## config.mk

```make
export PLATFORM = sky130hd
export DESIGN_NAME = aml_sleep_package_scanner_unit_flat
export DESIGN_NICKNAME = d
export VERILOG_FILES = /design/src/aspscan_pkg.sv /design/src/aspscan_if.sv /design/src/aspscan_parser.sv /design/src/aspscan_out_reg.sv /design/src/aml_sleep_package_scanner_unit.sv /design/src/flat_wrapper.sv
export VERILOG_INCLUDE_DIRS = /design/src /design/src/src
export SDC_FILE = /design/constraint.sdc
export NUM_CORES = 1
export LEC_CHECK = 0
export BUFFER_PORTS_ARGS = -buffer_cell sky130_fd_sc_hd__buf_2
export CORE_UTILIZATION = 45
export CTS_CLUSTER_DIAMETER = 120
export DETAILED_ROUTE_END_ITERATION = 6
export GPL_TIMING_DRIVEN = 0
export HOLD_SLACK_MARGIN = 0.15
export MAX_ROUTING_LAYER = met4
export PLACE_DENSITY = 0.61
export SLEW_MARGIN = 5
export SYNTH_ARGS = -nofsm -noshare
export SYNTH_HDL_FRONTEND = slang
export SYNTH_HIERARCHICAL = 1
export SYNTH_SLANG_ARGS = --single-unit
```

## constraint.sdc

```tcl
create_clock -name clk -period 2.4 [get_ports clk]
set_clock_uncertainty 0.2 [all_clocks]
set_input_delay 0.48 -clock clk [delete_from_list [all_inputs] [get_ports clk]]
set_output_delay 0.48 -clock clk [all_outputs]
set_load 0.01 [all_outputs]
```

## src/assert_macros.svh

```systemverilog
// Assertion macros shared by the scanner modules.
// Depends on nothing; included by files that carry concurrent checks.
`ifndef ASSERT_MACROS_SVH
`define ASSERT_MACROS_SVH

// Check a property on every rising edge, ignored while reset is high.
`define ASP_ASSERT(name, clk, rst, prop, msg) \
  name: assert property (@(posedge clk) disable iff (rst) (prop)) else $error(msg);

// Check a property on every rising edge, reset included.
`define ASP_ASSERT_ALWAYS(name, clk, prop, msg) \
  name: assert property (@(posedge clk) (prop)) else $error(msg);

`endif

```

## src/aspscan_pkg.sv

```systemverilog
// Types and constants of the sleep package scanner.
// Depends on nothing; used by every scanner module.
`timescale 1ns / 1ps

package aspscan_pkg;

  localparam logic [7:0] OP_NAME    = 8'h08;
  localparam logic [7:0] OP_PACKAGE = 8'h12;
  localparam logic [7:0] LEN_MULTI  = 8'hC0;
  localparam logic [7:0] PFX_BYTE   = 8'h0A;
  localparam logic [7:0] CH_UNDER   = 8'h5F;
  localparam logic [7:0] CH_S       = 8'h53;
  localparam logic [7:0] CH_FIVE    = 8'h35;
  localparam logic [7:0] CH_ROOT    = 8'h5C;
  localparam logic [7:0] COUNT_MIN  = 8'd2;

  localparam int RECENT_DEPTH = 6;

  localparam logic [1:0] ST_FOUND = 2'd0;
  localparam logic [1:0] ST_FEW   = 2'd1;
  localparam logic [1:0] ST_NONE  = 2'd2;

  typedef struct packed {
    logic [1:0] scan_status;
    logic [7:0] sleep_type_a;
    logic [7:0] sleep_type_b;
  } result_t;

  typedef struct packed {
    logic    valid;
    result_t data;
  } result_beat_t;

endpackage

```

## src/aspscan_if.sv

```systemverilog
// Valid/ready channel interfaces for table bytes and scan reports.
// Depends on nothing.
`timescale 1ns / 1ps

interface aspscan_in_if;
  logic       valid;
  logic       ready;
  logic [7:0] table_byte;
  logic       last_byte;

  modport source (output valid, output table_byte, output last_byte, input ready);
  modport sink   (input valid, input table_byte, input last_byte, output ready);
endinterface

interface aspscan_out_if;
  logic       valid;
  logic       ready;
  logic [1:0] scan_status;
  logic [7:0] sleep_type_a;
  logic [7:0] sleep_type_b;

  modport source (output valid, output scan_status, output sleep_type_a,
                  output sleep_type_b, input ready);
  modport sink   (input valid, input scan_status, input sleep_type_a,
                  input sleep_type_b, output ready);
endinterface

```

## src/aspscan_parser.sv

```systemverilog
// Per-byte parser: name match window, package phase and held sleep types.
// Depends on aspscan_pkg and assert_macros.svh.
`timescale 1ns / 1ps
`include "assert_macros.svh"

module aspscan_parser (
  input  logic                      clk,
  input  logic                      rst,
  input  logic                      step,
  input  logic [7:0]                table_byte,
  input  logic                      last_byte,
  output aspscan_pkg::result_beat_t res
);
  import aspscan_pkg::*;

  localparam logic [3:0] PH_SCAN  = 4'd0;
  localparam logic [3:0] PH_LEN   = 4'd1;
  localparam logic [3:0] PH_SKIP  = 4'd2;
  localparam logic [3:0] PH_COUNT = 4'd3;
  localparam logic [3:0] PH_A     = 4'd4;
  localparam logic [3:0] PH_A_VAL = 4'd5;
  localparam logic [3:0] PH_B     = 4'd6;
  localparam logic [3:0] PH_B_VAL = 4'd7;
  localparam logic [3:0] PH_DONE  = 4'd8;

  logic [7:0] recent [RECENT_DEPTH];
  logic [3:0] phase;
  logic [7:0] cand_a;
  logic [7:0] held_a;
  logic [7:0] held_b;
  logic [1:0] outcome;

  logic [3:0] phase_next;
  logic [7:0] cand_a_next;
  logic [7:0] held_a_next;
  logic [7:0] held_b_next;
  logic [1:0] outcome_next;
  logic       named;
  logic       prefixed;
  logic       hit;

  assign named    = (recent[3] == CH_UNDER) && (recent[2] == CH_S) &&
                    (recent[1] == CH_FIVE) && (recent[0] == CH_UNDER);
  assign prefixed = (recent[4] == OP_NAME) ||
                    ((recent[5] == OP_NAME) && (recent[4] == CH_ROOT));
  assign hit      = (table_byte == OP_PACKAGE) && named && prefixed;

  always_comb begin
    phase_next   = phase;
    cand_a_next  = cand_a;
    held_a_next  = held_a;
    held_b_next  = held_b;
    outcome_next = outcome;
    case (phase)
      PH_SCAN: begin
        if (hit) begin
          phase_next = PH_LEN;
        end
      end
      PH_LEN: begin
        phase_next = ((table_byte & LEN_MULTI) != 8'd0) ? PH_SKIP : PH_COUNT;
      end
      PH_SKIP: begin
        phase_next = PH_COUNT;
      end
      PH_COUNT: begin
        if (table_byte < COUNT_MIN) begin
          outcome_next = last_byte ? ST_NONE : ST_FEW;
          phase_next   = PH_DONE;
        end else begin
          phase_next = PH_A;
        end
      end
      PH_A: begin
        if (table_byte == PFX_BYTE) begin
          phase_next = PH_A_VAL;
        end else begin
          cand_a_next = table_byte;
          phase_next  = PH_B;
        end
      end
      PH_A_VAL: begin
        cand_a_next = table_byte;
        phase_next  = PH_B;
      end
      PH_B: begin
        if (table_byte == PFX_BYTE) begin
          phase_next = PH_B_VAL;
        end else begin
          held_a_next  = cand_a;
          held_b_next  = table_byte;
          outcome_next = ST_FOUND;
          phase_next   = PH_DONE;
        end
      end
      PH_B_VAL: begin
        held_a_next  = cand_a;
        held_b_next  = table_byte;
        outcome_next = ST_FOUND;
        phase_next   = PH_DONE;
      end
      default: begin
        phase_next = PH_DONE;
      end
    endcase
  end

  always_comb begin
    res.valid             = step && last_byte;
    res.data.scan_status  = (phase_next == PH_DONE) ? outcome_next : ST_NONE;
    res.data.sleep_type_a = held_a_next;
    res.data.sleep_type_b = held_b_next;
  end

  always_ff @(posedge clk) begin
    if (rst) begin
      for (int k = 0; k < RECENT_DEPTH; k++) begin
        recent[k] <= 8'd0;
      end
      phase   <= PH_SCAN;
      cand_a  <= 8'd0;
      held_a  <= 8'd0;
      held_b  <= 8'd0;
      outcome <= ST_NONE;
    end else if (step) begin
      held_a <= held_a_next;
      held_b <= held_b_next;
      if (last_byte) begin
        for (int k = 0; k < RECENT_DEPTH; k++) begin
          recent[k] <= 8'd0;
        end
        phase   <= PH_SCAN;
        cand_a  <= 8'd0;
        outcome <= ST_NONE;
      end else begin
        for (int k = RECENT_DEPTH - 1; k > 0; k--) begin
          recent[k] <= recent[k - 1];
        end
        recent[0] <= table_byte;
        phase     <= phase_next;
        cand_a    <= cand_a_next;
        outcome   <= outcome_next;
      end
    end
  end

  `ASP_ASSERT(a_table_restart, clk, rst, (step && last_byte) |=> (phase == PH_SCAN),
    "parser did not restart after the last byte")
  `ASP_ASSERT(a_held_commit_only, clk, rst,
    (held_b != $past(held_b)) |-> $past(step && ((phase == PH_B) || (phase == PH_B_VAL))),
    "held sleep type changed outside a commit")
  `ASP_ASSERT(a_done_is_final, clk, rst,
    (phase == PH_DONE && !(step && last_byte)) |=> (phase == PH_DONE),
    "parser left the done phase before the table ended")

endmodule

```

## src/aspscan_out_reg.sv

```systemverilog
// Result register holding one scan report until the receiver takes it.
// Depends on aspscan_pkg and the aspscan_out_if interface.
`timescale 1ns / 1ps

module aspscan_out_reg (
  input  logic                      clk,
  input  logic                      rst,
  input  aspscan_pkg::result_beat_t res,
  output logic                      full,
  aspscan_out_if.source             report
);
  import aspscan_pkg::*;

  logic    valid;
  result_t data;

  always_ff @(posedge clk) begin
    if (rst) begin
      valid <= 1'b0;
    end else if (res.valid) begin
      valid <= 1'b1;
    end else if (report.ready) begin
      valid <= 1'b0;
    end
  end

  always_ff @(posedge clk) begin
    if (res.valid) begin
      data <= res.data;
    end
  end

  assign full                = valid;
  assign report.valid        = valid;
  assign report.scan_status  = data.scan_status;
  assign report.sleep_type_a = data.sleep_type_a;
  assign report.sleep_type_b = data.sleep_type_b;

endmodule

```

## src/aml_sleep_package_scanner_unit.sv

```systemverilog
// Sleep package scanner: takes AML table body bytes, reports the sleep types.
// Usage:
//   bytes  (sink)  : one table byte per beat, last_byte marks the table end.
//   report (source): one beat per table, sent after its last byte, carrying
//                    scan_status and the held sleep_type_a / sleep_type_b.
// Timing:
//   A byte is taken into an input register and parsed from there, and the
//   last byte's report lands in the result register, which drives
//   report.valid. One byte is taken per cycle while no final byte stalls;
//   the input register and the result register set this rate.
// Stall:
//   Non-final bytes flow on while a report waits. A final byte waits in the
//   input register while the previous report is still held, and bytes.ready
//   drops for that time.
// Reset:
//   rst (synchronous) empties both registers, clears the match window and
//   parse phase, and zeroes the held sleep types.
// Depends on aspscan_pkg, aspscan_if, aspscan_parser, aspscan_out_reg.
`timescale 1ns / 1ps
`include "assert_macros.svh"

module aml_sleep_package_scanner_unit (
  input  logic         clk,
  input  logic         rst,
  aspscan_in_if.sink   bytes,
  aspscan_out_if.source report
);
  import aspscan_pkg::*;

  logic         hold_valid;
  logic [7:0]   hold_byte;
  logic         hold_last;
  logic         step;
  logic         out_full;
  result_beat_t res;

  assign step        = hold_valid && (!hold_last || !out_full || report.ready);
  assign bytes.ready = !hold_valid || step;

  always_ff @(posedge clk) begin
    if (rst) begin
      hold_valid <= 1'b0;
    end else if (bytes.ready) begin
      hold_valid <= bytes.valid;
    end
  end

  always_ff @(posedge clk) begin
    if (bytes.ready && bytes.valid) begin
      hold_byte <= bytes.table_byte;
      hold_last <= bytes.last_byte;
    end
  end

  aspscan_parser u_parser (
    .clk        (clk),
    .rst        (rst),
    .step       (step),
    .table_byte (hold_byte),
    .last_byte  (hold_last),
    .res        (res)
  );

  aspscan_out_reg u_out (
    .clk    (clk),
    .rst    (rst),
    .res    (res),
    .full   (out_full),
    .report (report)
  );

  `ASP_ASSERT(a_no_overwrite, clk, rst, res.valid |-> (!out_full || report.ready),
    "report overwritten before it was taken")
  `ASP_ASSERT(a_ready_implies_step, clk, rst, (hold_valid && bytes.ready) |-> step,
    "input register refilled while its byte was still waiting")
  `ASP_ASSERT(a_report_follows_last, clk, rst,
    $rose(report.valid) |-> $past(step && hold_last),
    "report raised without a final byte")

endmodule
```

## src/flat_wrapper.sv

```systemverilog
// flat-port wrapper written by rule: the top's interface ports become plain ports
module aml_sleep_package_scanner_unit_flat import aspscan_pkg::*;
  (clk, rst, bytes_valid, bytes_table_byte, bytes_last_byte, bytes_ready, report_valid, report_scan_status, report_sleep_type_a, report_sleep_type_b, report_ready);
  aspscan_in_if bytes_i ();
  aspscan_out_if report_i ();
  input  logic clk;
  input  logic rst;
  input wire logic [$bits(bytes_i.valid)-1:0] bytes_valid;
  input wire logic [$bits(bytes_i.table_byte)-1:0] bytes_table_byte;
  input wire logic [$bits(bytes_i.last_byte)-1:0] bytes_last_byte;
  output wire logic [$bits(bytes_i.ready)-1:0] bytes_ready;
  output wire logic [$bits(report_i.valid)-1:0] report_valid;
  output wire logic [$bits(report_i.scan_status)-1:0] report_scan_status;
  output wire logic [$bits(report_i.sleep_type_a)-1:0] report_sleep_type_a;
  output wire logic [$bits(report_i.sleep_type_b)-1:0] report_sleep_type_b;
  input wire logic [$bits(report_i.ready)-1:0] report_ready;
  assign bytes_i.valid = bytes_valid;
  assign bytes_i.table_byte = bytes_table_byte;
  assign bytes_i.last_byte = bytes_last_byte;
  assign bytes_ready = bytes_i.ready;
  assign report_valid = report_i.valid;
  assign report_scan_status = report_i.scan_status;
  assign report_sleep_type_a = report_i.sleep_type_a;
  assign report_sleep_type_b = report_i.sleep_type_b;
  assign report_i.ready = report_ready;
  aml_sleep_package_scanner_unit u_core (.clk(clk), .rst(rst), .bytes(bytes_i), .report(report_i));
endmodule
```

==> results.md, run 1 <==
- Final total power: ~0.0033 W
- P_leak: roughly 1.9 nW
- Syn Area/Cell: about 13 um^2
- Worst hold slack: 0.161 ns
- Cell area after synthesis: ~0.0043 mm^2
- Met3 wire len: 375 um
- Layout Nets: between 400 and 500
- Overall routing resource usage: 19.0%
- WS Path Type: reg2reg
- Simple-gate share of the synthesized area: a little under a fifth
- Setup-failing EPs final: 0
- Critical path fanouts, max: 10
- Post-DP HPWL: approximately 5300 um
- DR WL/cell: 16.1 um
- Total CTS buffers: 9
- Post-route clock period utilization: 96.0%
- Ranking of synthesized cells by area: edfxtp_1 (52%), dfxtp_1 (15%), and2_1 (7.4%)
- PD cells: about 650 mW/mm^2
- DIE WIDTH: roughly 100 um
- DRT antenna net count: 0
- EDFF count, synth: 75
- Final cell count without fillers: 531
- XOR/XNOR Fraction of Synth Area: 0%
- Placed instance count: between 400 and 500
- Multi-input logic area: 0.00140 mm^2
- CP cell instances: nor4b_4 > nand3b_4 > nand2_4 > buf_4 > mux2_1
- Slew Limit Fails: 0
- Area after DPL: 0.00466 mm^2
- First-pass GRT wire length: 13700 um
- Max_cap viols: 0
- Final hold vios: 0
- First-pass DRT Iterations: 4
- Die ar.: between 0.01 and 0.015 mm^2
- Worst path required time: about 2.3 ns
- Worst hold-check path type: in2reg
- Antenna fix cells: 0
- Cell row count: 35
- Design Area, Final: ~0.0051 mm^2
- CP endpoint kind: register
- Final wirelength: about 8500 um
- Initial Util: a little under half
- Distinct cell type count after synthesis: 52
- IO Pins: 33
- Dominant cell by count in the synthesized netlist: edfxtp_1
- Share of layout cells above drive strength 1: between 20 and 25%
- Metal-1 WL: between 4000 and 5000 um
- Syn Nets: ~340
- Post-DR vias/cell: roughly 5.2
- Initial antenna violation count: 0
- RSZ-0062 raised after global routing: no
- # DRC: 0
- Fillers: around 790
- Worst-Margin Slew: around 0.53 ns
- Pin count of the biggest net entering global routing: 22
- Compound-cell area share of the yosys netlist: under 10%
- Area Growth Syn to Fin: 18.4%
- DR WL met2: 3840 um
- Seq/Total Area, Yosys: 66.7%
- WP buf/inv: 1
- Highest metal used: met4
- Top post-synthesis cells by count: edfxtp_1 (75), and2_1 (51), dfxtp_1 (32)
- Post-synthesis register bit count: 107
- Max incr delay on CP: roughly 0.52 ns
- Top FF cell, synth: edfxtp_1
- Vias in the first global route: around 2.7k
- CTS sink cnt: between 100 and 150
- Post-route minimum period: around 2.3 ns
- Max Root-Sink Buffers: 2
- Number of buffers added on ports: 32
- Total grt overflow: 0
- Chip height: between 100 and 150 um
- Largest family of logic cells by synthesized area: simple AND/OR/NAND/NOR gates
- Crit start category: register
- CP top delay family: simple AND/OR/NAND/NOR gates
- Htree depth: 3
- Cell with the largest stage delay on the worst path: edfxtp_1
- Cell taking the most area after synthesis: edfxtp_1
- F_max: between 400 and 500 MHz
- Multiplexer share of the synthesized area: under 10%
- Finished Core Util: between 50 and 60%
- TritonCTS clock tree: built
- GP Congestion: just under 0.8
- Clock transition at path regs: about 0.1 ns
- Post-synth ARST share: 0%
- FF/Latch Area: 0.00289 mm^2
- Core area: ~0.0093 mm^2
- Synth Area in Adders: 0%
- Clock latency on the worst-skew pair: approximately 0.37 ns
- Root Buffer Master: clkbuf_8
- CP arrival: approximately 2.2 ns
- Synth warn: 6
- Max-slew headroom: 64.6%
- DR iter-0 viols: 144
- Top-area cell type share of the netlist area: around 52%
- Via count: around 2.7k
- Peak supply drop: about 0.45 mV
- Synth Instances: ~330
- Outcome: completed
==> worst register-to-register path, stage by stage, from the launching register on <==
cell and delay, ns:
edfxtp_1 0.52, nor4b_4 0.37, nand3b_4 0.20, nand2_4 0.20, buf_4 0.22, mux2_1 0.34
==> logic make-up after synthesis <==
| group | Yosys count |
|---|---|
| mux | 10 |
| buf+inv | 25 |
| flops | 107 |
| simple gates | 131 |
| compound gates | 55 |
==> state kept, by name, indices dropped and copies added (netlist names), 2 cells and up <==
signal / cells
u_core/u_out/report.sleep_type_a: 8
u_core/u_out/report.scan_status: 2
u_core/u_parser/outcome: 2
u_core/u_parser/held_a: 8
u_core/u_parser/held_b: 8
u_core/u_parser/phase: 4
u_core/u_parser/recent: 48
u_core/hold_byte: 8
u_core/u_parser/cand_a: 8
u_core/u_out/report.sleep_type_b: 8
==> per-stage QoR <==
stage,setup slack (ns),setup TNS [ns]
2_1_floorplan,0.129,0
3_3_place_gp,-0.524,-32.08
3_5_place_dp,-0.536,-33.20
4_1_cts,-0.0160,-0.0806
5_1_grt,0.0120,0
6_report,0.0971,0
==> final timing paths <==
path | start | end | slack [ns] | cells past startpoint
setup / recovery | u_core/hold_byte[5] | u_core/u_out/report.sleep_type_b[1] | 0.1 | 5
hold / removal | bytes_valid | u_core/hold_valid | 0.16 | 3
setup reg to reg | u_core/hold_byte[5] | u_core/u_out/report.sleep_type_b[1] | 0.1 | 5
hold reg to reg | u_core/u_parser/held_b[3] | u_core/u_parser/held_b[3] | 0.26 | 2
==> timing repair <==
action / CTS / global route
cloned: 3 / 0
setup endpoints to repair: 124 / 78
buffers inserted: 7 / 7
hold buffers: 9 / 0
endpoints found under the hold margin: 9 / 0
gates resized for setup: 9 / 4
==> power by group <==
| group | internal (W) | total (W) | switching, W |
|---|---|---|---|
| combinational | 0.0000657 | 0.000164 | 0.0000979 |
| sequential | 0.00203 | 0.00207 | 0.0000375 |
| clock | 0.000471 | 0.00108 | 0.000604 |
| total | 0.00257 | 0.00331 | 0.000739 |
==> metal layers <==
layer | GRT usage (%) | up-vias
met5 | - | -
met4 | 8.14 | 0
met3 | 2.72 | 13
met2 | 26.8 | 64
met1 | 27.5 | 1322
li1 | - | 1341
==> cells in the final DEF (no fill, tap or decap), types with 3 or more instances in the layout <==
cell / n
inv_1: 7
dfxtp_1: 32
buf_2: 36
clkbuf_1: 11
a22o_1: 15
clkbuf_8: 10
nand4_1: 3
nand2_1: 27
clkinvlp_4: 4
dlygate4sd3_1: 9
mux2_2: 9
a21oi_1: 15
buf_4: 16
edfxtp_1: 75
nor2_1: 14
nor4bb_1: 3
a22oi_1: 7
nand3_1: 3
and2_1: 50
==> cell type report <==
| class | instances | area share [%] |
|---|---|---|
| clock buffer | 11 | 3.17 |
| timing repair buffer | 55 | 6.92 |
| tap | 129 | 3.14 |
| multi-input combinational | 196 | 27.2 |
| buffer | 17 | 1.49 |
| clock inverter | 5 | 0.609 |
| timing repair inverter | 3 | 0.439 |
| sequential | 107 | 56.4 |
| inverter | 8 | 0.658 |
Power figures use the tool's default switching activity.
==> inputs of run 2 (changes only) <==
--- a/config.mk
+++ b/config.mk
@@ -6,7 +6,7 @@
 export SDC_FILE = /design/constraint.sdc
 export NUM_CORES = 1
 export LEC_CHECK = 0
-export BUFFER_PORTS_ARGS = -buffer_cell sky130_fd_sc_hd__buf_2
+export BUFFER_PORTS_ARGS = -buffer_cell sky130_fd_sc_hd__buf_4
 export CORE_UTILIZATION = 45
 export CTS_CLUSTER_DIAMETER = 120
 export DETAILED_ROUTE_END_ITERATION = 6
==> run 2 against run 1 <==
Clock power about the same. Maximum frequency decreased by 0.44%. Non-clock buffer count increased by 5. Register-to-register slack about the same. Global-route usage increased by 0.70 points. Routed wire length increased by 3.7%. Count of clock-buffer cells in the layout increased by 3. Sequential cell count unchanged. Via count increased by 1.1%. Largest power group unchanged. Core utilization increased by 1.1 points. Critical endpoint unchanged. Critical path type unchanged. Hold slack improved by 0.022 ns.
==> results.md, run 2 (synthesis gave the netlist of run 1 again) <==
- Max reg flops: 48 (unchanged)
- Via count: 2769 (+1.1%)
- Core area: 0.00928 mm^2 (unchanged)
- DIE WIDTH: 100 um (unchanged)
- Max-slew headroom: 64.2% (-0.37 points)
- Initial antenna violation count: 0 (unchanged)
- PD cells: 635 mW/mm^2 (-1.5%)
- Finished Core Util: 56.4% (+1.1 points)
- WS Path Type: reg2reg
- Share of layout cells above drive strength 1: 23.4% (-0.73 points)
- CP arrival: 2.21 ns (about the same)
- Commonest non-fill, non-tap cells in the layout: edfxtp_1 (75), buf_4 (51), and2_1 (50), dfxtp_1 (32), nand2_1 (27)
- Place WS: -0.497 ns (+0.0389 ns)
- Crit start category: register
- Setup-failing EPs final: 0 (unchanged)
- Final total power: 0.00333 W (+0.44%)
- Post-route minimum period: 2.31 ns (+0.0102 ns)
- GR met1 Demand/Resource: 27.5% (about the same)
- Final wirelength: 8860 um (+3.7%)
- Outcome: completed
- Cell with the largest stage delay on the worst path: edfxtp_1
- Post-route clock period utilization: 96.4% (+0.43 points)
- Total grt overflow: 0 (unchanged)
- Overall routing resource usage: 19.7% (+0.70 points)
- Initial Util: 46.7% (unchanged)
- Final hold vios: 0 (unchanged)
- TritonCTS clock tree: built
- Slew Limit Fails: 0 (unchanged)
- Worst path required time: 2.30 ns (about the same)
- Busiest grt layer: met2
- Hold Startpoint: bytes_valid
- Worst hold-check path type: in2reg
- CTS sink cnt: 107 (unchanged)
- Number of buffers added on ports: 32 (unchanged)
- DR WL/cell: 16.6 um (+2.9%)
- Grt met3 use: 3.13% (+0.42 points)
- Critical path fanouts, max: 10 (unchanged)
- GP Congestion: 0.798 (+1.1%)
- Htree depth: 3 (unchanged)
- # DRC: 0 (unchanged)
- Met2 Resource Use GR: 29.3% (+2.5 points)
- Final Worst Setup Slack: 0.0869 ns (-0.0102 ns)
- DR iter-0 viols: 247 (+72%)
- Fillers: 809 (+3.1%)
- Worst hold path depth: 3 (unchanged)
- Peak supply drop: 0.382 mV (-14%)
- P_leak: 1.97 nW (+1.8%)
- Post-DR vias/cell: 5.18 (+0.30%)
- First-pass DRT Iterations: 5 (+1)
- Worst-Margin Slew: 0.537 ns (+0.00558 ns)
- Setup TNS: 0 ns (unchanged)
- DRT antenna net count: 0 (unchanged)
- Layout Nets: 414 (+0.98%)
- Antenna fix cells: 0 (unchanged)
- WHS Endpoint: u_core/hold_valid
- FF-to-FF End: u_core/u_out/report.sleep_type_b[1]
- CP cell instances: nor4b_4 > nand3b_4 > nand2_4 > buf_4 > mux2_1
- Largest reg by FF count: u_core/u_parser/recent
- Area Growth Syn to Fin: 20.8%
- Root Buffer Master: clkbuf_8
- Die ar.: 0.0100 mm^2 (unchanged)
- Max_cap viols: 0 (unchanged)
- Post-DP HPWL: 5470 um (+3.2%)
- Most common cell after layout, fill and taps aside: edfxtp_1
- Chip height: 100 um (unchanged)
- F_max: 432 MHz (-0.44%)
- Max incr delay on CP: 0.49 ns (-0.03 ns)
- Start of the worst register-to-register path: u_core/hold_byte[2]
- First-pass GRT wire length: 14000 um (+2.2%)
- Vias in the first global route: 2667 (+0.57%)
- Clock transition at path regs: 0.09 ns (about the same)
- Max Root-Sink Buffers: 2 (unchanged)
- Cell row count: 35 (unchanged)
- Total CTS buffers: 9 (unchanged)
- Reg2Reg Setup Slack: 0.09 ns (about the same)
- Worst hold slack: 0.183 ns (+0.0216 ns)
- Pin count of the biggest net entering global routing: 22 (unchanged)
- R2R depth: 5 (unchanged)
- IO Pins: 33 (unchanged)
- CP endpoint kind: register
- Clock latency on the worst-skew pair: 0.35 ns (-0.02 ns)
==> run 2: how the worst max path moves through the flow <==
stage	start	endpoint	slack (ns)	depth (start not counted)
after CTS	u_core/hold_last	u_core/u_parser/cand_a[5]	-0.03	5
after global routing	u_core/hold_byte[5]	u_core/u_out/report.sleep_type_b[1]	-0.02	5
after detailed placement	rst	u_core/u_parser/recent[0][4]	-0.50	4
after floorplan	u_core/hold_last	u_core/u_parser/cand_a[7]	0.13	4
final	u_core/hold_byte[2]	u_core/u_out/report.sleep_type_b[1]	0.09	5
after global placement	report_ready	u_core/u_parser/recent[0][5]	-0.51	5
==> run 2: layout make-up <==
| cell class | count | area (um^2) | area share (%) |
|---|---|---|---|
| sequential | 107 | 2890 | 55.3 |
| multi-input combinational | 196 | 1390 | 26.5 |
| timing repair buffer | 60 | 478 | 9.13 |
| tap | 129 | 161 | 3.08 |
| clock buffer | 14 | 153 | 2.92 |
| buffer | 17 | 76.3 | 1.46 |
| clock inverter | 2 | 37.5 | 0.717 |
| inverter | 8 | 33.8 | 0.645 |
| timing repair inverter | 2 | 12.5 | 0.239 |
==> run 2: timing repair <==
action,in CTS,in global routing
hold buffers,11,0
gates resized for setup,5,6
setup buffers,11,6
cloned,2,0
endpoints found under the hold margin,10,0
endpoints found under the setup margin,103,79
==> run 2: report_power, final <==
part	switching [W]	total, W	internal, W
clock network	0.000559	0.00107	0.000514
registers	0.0000357	0.00207	0.00203
logic	0.000102	0.000181	0.0000795
total	0.000697	0.00333	0.00263
==> run 2: layer usage <==
metal,vias up,part of all wire (%)
met3,8,3.5
met5,-,0
met4,0,1.1
met2,64,47
met1,1347,49
li1,1350,-
==> run 2: per-stage QoR <==
stage,std cells,instance area [um^2]
3_3_place_gp,489,4740
4_1_cts,529,5150
3_5_place_dp,489,4740
5_1_grt,535,5230
6_report,535,5230
2_1_floorplan,328,4340
==> run 2: worst max-delay path: cells and delay by family, from the launching register on <==
kind	cells	cell delay (ns)
buf+inv	1	0.22
flops	1	0.49
mux	1	0.34
simple gates	3	0.82
